$ cat src/mesh_chunk_stream_parser_macros.svh
// ----------------------------------------------------------------------------
// Mesh chunk stream parser assertion macros
// Concurrent assertion shorthands; they expand to nothing when SYNTH is set.
// ----------------------------------------------------------------------------
`ifndef MESH_CHUNK_STREAM_PARSER_MACROS_SVH
`define MESH_CHUNK_STREAM_PARSER_MACROS_SVH
`ifndef SYNTH
// same-cycle implication
`define MCSP_ASSERT_IMPLIES(label, clk, rst, ante, cons) \
   label: assert property (@(posedge clk) disable iff (rst) (ante) |-> (cons)) \
      else $error("mesh chunk parser: same-cycle check failed");
// next-cycle implication
`define MCSP_ASSERT_NEXT(label, clk, rst, ante, cons) \
   label: assert property (@(posedge clk) disable iff (rst) (ante) |=> (cons)) \
      else $error("mesh chunk parser: next-cycle check failed");
`else
`define MCSP_ASSERT_IMPLIES(label, clk, rst, ante, cons)
`define MCSP_ASSERT_NEXT(label, clk, rst, ante, cons)
`endif
`endif

$ cat src/mcsp_pkg.sv
// ----------------------------------------------------------------------------
// Mesh chunk stream parser package
// Payload structs, parse phases, record kinds and chunk ids.
// ----------------------------------------------------------------------------
`default_nettype none

package mcsp_pkg;

   // name chunk stops after this many bytes (1..31)
   localparam int NameLimit = 20;

   // header is 2 id bytes plus 4 length bytes
   localparam int HeaderSize = 6;

   localparam logic [15:0] ID_MAIN     = 16'h4d4d;
   localparam logic [15:0] ID_EDIT     = 16'h3d3d;
   localparam logic [15:0] ID_OBJECT   = 16'h4000;
   localparam logic [15:0] ID_TRIMESH  = 16'h4100;
   localparam logic [15:0] ID_VERTICES = 16'h4110;
   localparam logic [15:0] ID_FACES    = 16'h4120;
   localparam logic [15:0] ID_MAPPING  = 16'h4140;

   typedef enum logic [2:0] {
      PH_HEADER,
      PH_NAME,
      PH_COUNT,
      PH_WORDS,
      PH_SKIP
   } parse_phase_type;

   typedef enum logic [2:0] {
      RK_NAME_BYTE,
      RK_VERTEX_COUNT,
      RK_VERTEX_COORD,
      RK_POLYGON_COUNT,
      RK_CORNER_INDEX,
      RK_MAP_COORD
   } record_kind_type;

   typedef struct packed {
      logic [7:0] file_byte;
      logic       end_of_file;
   } req_payload_type;

   typedef struct packed {
      record_kind_type record_kind;
      logic [15:0]     element_index;
      logic [1:0]      component;
      logic [31:0]     record_value;
      logic            record_valid;
      logic            end_marker;
      logic            truncated;
   } rsp_payload_type;

endpackage

`default_nettype wire

$ cat src/mesh_chunk_stream_parser.sv
// ----------------------------------------------------------------------------
// Mesh chunk stream parser
// Byte-serial chunk walker for mesh files; emits name, count and word records.
// ----------------------------------------------------------------------------
// Takes one file byte per transfer and, while req_stall is low, one byte every clock.
// Each byte is parsed by a single combinational pass over the parser state,
// and the record it causes (if any) is registered into the output or skid
// register. A byte that completes no record and is not the last byte
// of the file produces nothing; the last byte (end_of_file) always produces a
// result carrying end_marker, plus truncated when the file stopped inside a
// chunk or header. The output side is a two-entry buffer (output register plus
// skid register), so bytes keep flowing while one record waits on rsp_stall;
// req_stall rises only when both entries are occupied. After the last byte the
// parser is back at the start of a header, ready for the next file.
// ----------------------------------------------------------------------------
`default_nettype none

`include "mesh_chunk_stream_parser_macros.svh"

module mesh_chunk_stream_parser
   import mcsp_pkg::*;
(
   input  wire logic            clock,
   input  wire logic            reset,
   input  wire logic            req_valid,
   output logic                 req_stall,
   input  wire req_payload_type req_payload,
   output logic                 rsp_valid,
   input  wire logic            rsp_stall,
   output rsp_payload_type      rsp_payload
);

   // parser state
   parse_phase_type phase_ff, phase_in;
   logic [2:0]      hdr_cnt_ff, hdr_cnt_in;
   logic [15:0]     id_ff, id_in;
   logic [31:0]     len_ff, len_in;
   logic [31:0]     skip_ff, skip_in;
   logic [15:0]     count_ff, count_in;
   logic [15:0]     pos_ff, pos_in;
   logic [1:0]      comp_ff, comp_in;
   logic [31:0]     word_ff, word_in;
   logic [1:0]      wbc_ff, wbc_in;
   logic [4:0]      name_cnt_ff, name_cnt_in;

   // output buffer
   rsp_payload_type out_ff, skid_ff;
   logic            out_valid_ff, skid_valid_ff;

   // step flags, shared by the datapath and next-phase logic
   logic            hdr_done, name_done, count_done, item_done, skip_done;
   logic            have;
   record_kind_type rec_kind;
   logic [15:0]     rec_idx;
   logic [1:0]      rec_comp;
   logic [31:0]     rec_val;

   logic            is_container, is_object, is_list;
   logic [31:0]     word_val;
   logic            word_last;
   logic [2:0]      comp_next;
   logic [2:0]      ncomp;
   record_kind_type word_kind;
   logic [31:0]     skip_dec;

   logic            req_accept, rsp_pop, eof;
   rsp_payload_type rsp_new;
   logic            rsp_new_valid;

   assign req_accept = req_valid && !req_stall;
   assign eof        = req_payload.end_of_file;

   // Chunk class of the current id; both id bytes are in place well before
   // the last header byte, which is the only time the class is used
   assign is_container = (id_ff == ID_MAIN) || (id_ff == ID_EDIT) || (id_ff == ID_TRIMESH);
   assign is_object    = (id_ff == ID_OBJECT);
   assign is_list      = (id_ff == ID_VERTICES) || (id_ff == ID_FACES) ||
                         (id_ff == ID_MAPPING);

   // Word shapes: faces are 16-bit words, four per polygon (flag dropped);
   // vertices are three floats, map points two floats.
   always_comb begin
      if (id_ff == ID_VERTICES) begin
         ncomp     = 3'd3;
         word_kind = RK_VERTEX_COORD;
      end else if (id_ff == ID_FACES) begin
         ncomp     = 3'd4;
         word_kind = RK_CORNER_INDEX;
      end else begin
         ncomp     = 3'd2;
         word_kind = RK_MAP_COORD;
      end
   end

   assign word_last = (id_ff == ID_FACES) ? (wbc_ff != 2'd0) : (wbc_ff == 2'd3);
   assign word_val  = (wbc_ff == 2'd0) ? {24'd0, req_payload.file_byte}
                    : (word_ff | ({24'd0, req_payload.file_byte} << {wbc_ff, 3'b000}));
   assign comp_next = {1'b0, comp_ff} + 3'd1;
   assign skip_dec  = (skip_ff != 32'd0) ? (skip_ff - 32'd1) : skip_ff;

   // Datapath: next values of counters, assembly registers and record fields
   always_comb begin
      hdr_cnt_in  = hdr_cnt_ff;
      id_in       = id_ff;
      len_in      = len_ff;
      skip_in     = skip_ff;
      count_in    = count_ff;
      pos_in      = pos_ff;
      comp_in     = comp_ff;
      word_in     = word_ff;
      wbc_in      = wbc_ff;
      name_cnt_in = name_cnt_ff;
      hdr_done    = 1'b0;
      name_done   = 1'b0;
      count_done  = 1'b0;
      item_done   = 1'b0;
      skip_done   = 1'b0;
      have        = 1'b0;
      rec_kind    = RK_NAME_BYTE;
      rec_idx     = 16'd0;
      rec_comp    = 2'd0;
      rec_val     = 32'd0;
      case (phase_ff)
         PH_HEADER: begin
            case (hdr_cnt_ff)
               3'd0:    id_in        = {8'd0, req_payload.file_byte};
               3'd1:    id_in[15:8]  = req_payload.file_byte;
               3'd2:    len_in       = {24'd0, req_payload.file_byte};
               3'd3:    len_in[15:8] = req_payload.file_byte;
               3'd4:    len_in[23:16] = req_payload.file_byte;
               3'd5:    len_in[31:24] = req_payload.file_byte;
               default: ;
            endcase
            if (hdr_cnt_ff >= 3'(HeaderSize - 1)) begin
               hdr_done   = 1'b1;
               hdr_cnt_in = 3'd0;
               // chunk entry side effects
               if (is_container) begin
               end else if (is_object) begin
                  name_cnt_in = 5'd0;
               end else if (is_list) begin
                  word_in = 32'd0;
                  wbc_in  = 2'd0;
               end else begin
                  skip_in = (len_in >= 32'(HeaderSize)) ? (len_in - 32'(HeaderSize)) : 32'd0;
               end
            end else begin
               hdr_cnt_in = hdr_cnt_ff + 3'd1;
            end
         end
         PH_NAME: begin
            have        = 1'b1;
            rec_kind    = RK_NAME_BYTE;
            rec_idx     = {11'd0, name_cnt_ff};
            rec_val     = {24'd0, req_payload.file_byte};
            name_cnt_in = name_cnt_ff + 5'd1;
            name_done   = (req_payload.file_byte == 8'd0) || (name_cnt_in >= 5'(NameLimit));
         end
         PH_COUNT: begin
            if (wbc_ff == 2'd0) begin
               word_in = {24'd0, req_payload.file_byte};
               wbc_in  = 2'd1;
            end else begin
               count_in   = {req_payload.file_byte, word_ff[7:0]};
               word_in    = 32'd0;
               wbc_in     = 2'd0;
               pos_in     = 16'd0;
               comp_in    = 2'd0;
               count_done = 1'b1;
               // map point count carries no record
               if (id_ff == ID_VERTICES) begin
                  have     = 1'b1;
                  rec_kind = RK_VERTEX_COUNT;
                  rec_val  = {16'd0, count_in};
               end else if (id_ff == ID_FACES) begin
                  have     = 1'b1;
                  rec_kind = RK_POLYGON_COUNT;
                  rec_val  = {16'd0, count_in};
               end
            end
         end
         PH_WORDS: begin
            if (word_last) begin
               wbc_in  = 2'd0;
               word_in = 32'd0;
               // fourth face word is the edge flag: consumed, not emitted
               if (comp_ff != 2'd3) begin
                  have     = 1'b1;
                  rec_kind = word_kind;
                  rec_idx  = pos_ff;
                  rec_comp = comp_ff;
                  rec_val  = word_val;
               end
               if (comp_next >= ncomp) begin
                  comp_in   = 2'd0;
                  pos_in    = pos_ff + 16'd1;
                  item_done = (pos_in == 16'd0) || (pos_in >= count_ff);
               end else begin
                  comp_in = comp_next[1:0];
               end
            end else begin
               wbc_in  = wbc_ff + 2'd1;
               word_in = word_val;
            end
         end
         PH_SKIP: begin
            skip_in   = skip_dec;
            skip_done = (skip_dec == 32'd0);
         end
         default: ;
      endcase
   end

   // Next parse phase
   always_comb begin
      phase_in = phase_ff;
      case (phase_ff)
         PH_HEADER: begin
            if (hdr_done) begin
               if (is_container) begin
                  phase_in = PH_HEADER;
               end else if (is_object) begin
                  phase_in = PH_NAME;
               end else if (is_list) begin
                  phase_in = PH_COUNT;
               end else begin
                  phase_in = (skip_in != 32'd0) ? PH_SKIP : PH_HEADER;
               end
            end
         end
         PH_NAME: begin
            if (name_done) phase_in = PH_HEADER;
         end
         PH_COUNT: begin
            if (count_done) phase_in = (count_in != 16'd0) ? PH_WORDS : PH_HEADER;
         end
         PH_WORDS: begin
            if (item_done) phase_in = PH_HEADER;
         end
         PH_SKIP: begin
            if (skip_done) phase_in = PH_HEADER;
         end
         default: phase_in = PH_HEADER;
      endcase
   end

   // Result of this byte; end byte without a record carries zero fields
   always_comb begin
      rsp_new.record_kind   = rec_kind;
      rsp_new.element_index = rec_idx;
      rsp_new.component     = rec_comp;
      rsp_new.record_value  = rec_val;
      rsp_new.record_valid  = have;
      rsp_new.end_marker    = eof;
      rsp_new.truncated     = eof && !((phase_in == PH_HEADER) && (hdr_cnt_in == 3'd0));
      rsp_new_valid         = have || eof;
   end

   // Parser control state; the end byte returns it to the header start
   always_ff @(posedge clock) begin
      if (reset) begin
         phase_ff   <= PH_HEADER;
         hdr_cnt_ff <= 3'd0;
         wbc_ff     <= 2'd0;
         comp_ff    <= 2'd0;
      end else if (req_accept) begin
         if (eof) begin
            phase_ff   <= PH_HEADER;
            hdr_cnt_ff <= 3'd0;
            wbc_ff     <= 2'd0;
            comp_ff    <= 2'd0;
         end else begin
            phase_ff   <= phase_in;
            hdr_cnt_ff <= hdr_cnt_in;
            wbc_ff     <= wbc_in;
            comp_ff    <= comp_in;
         end
      end
   end

   // Parser payload state: always written before it is read in a new chunk
   always_ff @(posedge clock) begin
      if (req_accept) begin
         id_ff       <= id_in;
         len_ff      <= len_in;
         skip_ff     <= skip_in;
         count_ff    <= count_in;
         pos_ff      <= pos_in;
         word_ff     <= word_in;
         name_cnt_ff <= name_cnt_in;
      end
   end

   // Output buffer: output register plus one skid entry.
   // Input stalls only when the skid entry holds a record.
   assign rsp_pop     = out_valid_ff && !rsp_stall;
   assign req_stall   = skid_valid_ff;
   assign rsp_valid   = out_valid_ff;
   assign rsp_payload = out_ff;

   always_ff @(posedge clock) begin
      if (reset) begin
         out_valid_ff  <= 1'b0;
         skid_valid_ff <= 1'b0;
      end else if (skid_valid_ff) begin
         if (rsp_pop) skid_valid_ff <= 1'b0;
      end else if (req_accept && rsp_new_valid) begin
         if (!out_valid_ff || rsp_pop) begin
            out_valid_ff <= 1'b1;
         end else begin
            skid_valid_ff <= 1'b1;
         end
      end else if (rsp_pop) begin
         out_valid_ff <= 1'b0;
      end
   end

   always_ff @(posedge clock) begin
      if (skid_valid_ff) begin
         if (rsp_pop) out_ff <= skid_ff;
      end else if (req_accept && rsp_new_valid) begin
         if (!out_valid_ff || rsp_pop) begin
            out_ff <= rsp_new;
         end else begin
            skid_ff <= rsp_new;
         end
      end
   end

   // Checks
   `MCSP_ASSERT_IMPLIES(a_skid_behind_out, clock, reset, skid_valid_ff, out_valid_ff)
   `MCSP_ASSERT_NEXT(a_eof_rearms, clock, reset, req_accept && eof,
      (phase_ff == PH_HEADER) && (hdr_cnt_ff == 3'd0))
   `MCSP_ASSERT_IMPLIES(a_skip_nonzero, clock, reset, phase_ff == PH_SKIP, skip_ff != 32'd0)
   `MCSP_ASSERT_IMPLIES(a_hdr_cnt_in_header, clock, reset, hdr_cnt_ff != 3'd0,
      (phase_ff == PH_HEADER) && (hdr_cnt_ff < 3'(HeaderSize)))

endmodule

`default_nettype wire
$ cat config.mk
export PLATFORM = sky130hd
export DESIGN_NAME = mesh_chunk_stream_parser
export DESIGN_NICKNAME = d
export VERILOG_FILES = /design/src/mcsp_pkg.sv /design/src/mesh_chunk_stream_parser.sv
export VERILOG_INCLUDE_DIRS = /design/src /design/src/src
export SDC_FILE = /design/constraint.sdc
export NUM_CORES = 1
export LEC_CHECK = 0
export ABC_CLOCK_PERIOD_IN_PS = 7750
export BUFFER_PORTS_ARGS = -buffer_cell sky130_fd_sc_hd__buf_2
export CELL_PAD_IN_SITES_DETAIL_PLACEMENT = 1
export CELL_PAD_IN_SITES_GLOBAL_PLACEMENT = 2
export CORE_MARGIN = 2
export CORE_UTILIZATION = 43
export CTS_BUF_LIST = sky130_fd_sc_hd__clkbuf_8
export DETAILED_ROUTE_END_ITERATION = 8
export GPL_ROUTABILITY_DRIVEN = 0
export PLACE_DENSITY = 0.93
export SYNTH_ARGS = -nofsm -noshare
export SYNTH_HDL_FRONTEND = slang
export SYNTH_SLANG_ARGS = --single-unit
export TNS_END_PERCENT = 50
$ cat constraint.sdc
create_clock -name clock -period 7.75 [get_ports clock]
set_input_delay 0.3875 -clock clock [delete_from_list [all_inputs] [get_ports clock]]
set_output_delay 0.3875 -clock clock [all_outputs]
set_load 0.01 [all_outputs]
==> metrics.md <==
| Metric | Value |
|---|---|
| Final hold violations | `0` |
| Fraction of layout cells with a size suffix above 1 | `0.174` |
| GR Overflow Total | `0` |
| Req. time, crit path | `a little over 8000 ps` |
| Non-Filler Instances | `2006` |
| Die width | `195 um` |
| Top sig layer | `met4` |
| Initial Utilization | `0.433` |
| P_sw | `0.858 mW` |
| Die ar. | `38200 um^2` |
| CP endpoint kind | `register` |
| Crit-path max FO | `24` |
| Worst-Skew Late Latency | `about 630 ps` |
| Largest net degree at the start of global routing | `63` |
| Max-slew headroom | `0.176` |
| Pint | `2.48 mW` |
| CTS tree | `built` |
| Cell Count Post-Placement | `1919` |
| Netlist Area Pre-Place | `15700 um^2` |
| Power per cell area | `192 nW/um^2` |
| Synth Flop Type | `edfxtp_1` |
| Post-synthesis sequential area ratio | `0.513` |
| Most frequent cells in the layout | `edfxtp_1, nor2_1, nand2_1` |
| Cell area after placement | `16400 um^2` |
| Arrival @ worst endpoint | `5880 ps` |
| Mapped Cells | `between 1000 and 1500` |
| Core Region | `36300 um^2` |
| Dpl hpwl | `approximately 33000 um` |
| DRT Pass-1 Iters | `5` |
| Hold bufs inserted after CTS | `0` |
| Clk network pwr share | `0.405` |
| Synth Area in XOR/XNOR | `0.0234` |
| Post-synthesis mux area share | `0.0752` |
| IO buf count | `70` |
| Worst-Margin Slew | `1230 ps` |
| Die Y | `195 um` |
| Status | `finished, final reports clean` |
| Setup CP Type | `register to register` |
| Top Ports | `71` |
| Most common cell after layout, fill and taps aside | `edfxtp_1` |
| MaxCap Viol Count | `0` |
| DR WL met2 | `23100 um` |
| # DRC | `0` |
| Post-DRT Antenna Nets | `0` |
| Hold Crit Class | `input port to register` |
| Post-cts sizing count | `0` |
| Total number of H-tree levels | `2` |
| Max Slew Vio Count | `0` |
| First DRT Iteration DRCs | `1028` |
| Avg Inst Size Synth | `10.8 um^2` |
| Post-synthesis adder-cell area fraction | `0.0286` |
| Area grow syn2layout | `10.4%` |
| P_leak | `6.24 nW` |
| Finish-stage setup viols | `0` |
| Sequential share of power | `0.514` |
| Critical-path cell list | `inv_2, ha_1, nand2_1, mux2_4, inv_1, nor4_4, nand3_2, nor4_2, nor2_1, a222oi_1, nand4b_1, nor3_2, o22ai_1` |
| Worst Setup Start Kind | `register` |
| RSZ-0062 raised after global routing | `no` |
| Final instance area | `17400 um^2` |
| Total GRT Usage | `0.254` |
| Setup_tns | `0 ps` |
| DR WL/cell | `24.0 um` |
| Asr flop ratio synth | `0` |
| DR vias | `between 10000 and 15000` |
| CP max stage delay | `roughly 920 ps` |
| Syn Nets | `around 1500` |
| Logic pwr share | `0.081` |
| Skew final | `23.8 ps` |
| Synth warnings | `0` |
| Vias in the first global route | `12973` |
| Peak VDD IR | `0.000113 V` |
| Clk sinks | `273` |
| Initial antenna violation count | `1` |
| Ant diodes | `0` |
| Yosys cell types | `91` |
| Post-layout power | `3.34 mW` |
| Nets | `~1500` |
| CTS root buffer | `clkbuf_8` |
| Total Wirelength | `48100 um` |
| R2r setup slk | `2230 ps` |
| Slowest CP cell | `nor4_2` |
| Routed vias/inst | `6.21` |
| FF+latch count, synth | `273` |
| # Post-CTS Setup Buffers | `0` |
| Combinational family with the most area after synthesis | `simple AND/OR/NAND/NOR gates` |
| CTS clk-pin slew, worst paths | `60 ps` |
| Fin crit period | `5520 ps` |
| EDFF count, synth | `261` |
| Clock Path Buffers | `3` |
| First-pass GRT wire length | `75400 um` |
| Post-synthesis compound-gate area fraction | `0.134` |
| CTS Buf Count | `47` |
| DRT met1 WL | `19600 um` |
| Fmax | `around 0.18 GHz` |
| Number of cell rows | `70` |
| Sw Share | `0.257` |
| Synth Area in Simple Gates | `0.184` |
| Crit share post-route | `0.712` |
| Met3 wire length | `3070 um` |
through the flow:
stage          hold WS [ps]  setup WS, ps  utilization
5_1_grt                92.9          1890        0.478
3_5_place_dp            508          2370        0.452
4_1_cts                40.3          2340        0.478
2_1_floorplan           465          2010            -
3_3_place_gp            483          2660        0.452
6_report               79.8          2230        0.478
final timing paths:
kind	cells past startpoint	from	endpoint
min reg2reg	2	comp_ff[1]	comp_ff[1]
min	3	rsp_stall	req_stall
max	13	hdr_cnt_ff[2]	skid_ff[0]
max reg2reg	13	hdr_cnt_ff[2]	skid_ff[0]
metal layers:
layer	up-vias	GRT usage
li1	5635	-
met1	6221	0.320
met2	463	0.422
met3	132	0.0446
met4	0	0.126
met5	-	0
synthesized netlist by cell type (all sizes together) (9+ instances only):
master  count  area share
buf        26       0.011
and2       32       0.013
ha         36       0.029
nand4      24      0.0095
nand2     100       0.024
mux2       75       0.055
or3        24      0.0095
nand2b     24       0.010
o22ai      16      0.0064
or4        14      0.0069
dfxtp      12       0.015
edfxtp    261        0.50
a21oi      64       0.020
o21ai      52       0.017
mux2i      30       0.020
and3       19      0.0075
a22o       17      0.0095
inv        70       0.017
a221o       9      0.0057
xor2       16      0.0089
nor2      100       0.024
xnor2      26       0.014
clkbuf     64       0.015
nor4       28       0.015
a21o       15      0.0072
o31ai      15      0.0084
nand3      33       0.012
nor2b       9      0.0041
nor3b       9      0.0043
nor3       92       0.030
o211ai     12      0.0060
a22oi      23       0.011
registers in the layout (all words and copies together), names as in the netlist:
signal       count
count_ff        16
skip_ff         32
req_stall        1
wbc_ff           2
len_ff          32
rsp_payload     56
phase_ff         3
id_ff           16
hdr_cnt_ff       3
word_ff         32
pos_ff          16
skid_ff         56
comp_ff          2
rsp_valid        1
name_cnt_ff      5
critical path, delay by kind of cell (launching register included):
kind | cells | cell delay [ps]
and+or+nand+nor | 7 | 2700
AOI/OAI and AO/OA | 2 | 640
adders and majority gates | 1 | 420
buffers and inverters | 2 | 440
muxes | 1 | 200
DFF | 1 | 850
area by class of cell:
class                      instances  area [um^2]
multi-input combinational       1018         7020
clock buffer                      48          661
tap                              468          586
fill                            3959        19000
sequential                       273         8080
clock inverter                    39          280
inverter                          71          267
timing repair buffer              89          493
power by group through the flow:
stage	Combinational, mW	Clock (mW)	Sequential, mW
final	0.269	1.35	1.72
after global routing	0.291	1.44	1.72
after CTS	0.267	1.38	1.72
after detailed placement	0.265	0	1.75
after global placement	0.254	0	1.74
after floorplan	0.176	0	1.73
cells by family after synthesis:
group                    count (synthesis)
AND/OR/NAND/NOR                        535
AO/OA/AOI/OAI                          300
flip-flops                             273
buffers and inverters                  161
multiplexers                           105
XOR/XNOR                                42
adder cells (fa/ha/maj)                 36
No activity file was read; power rests on OpenSTA's default activity.
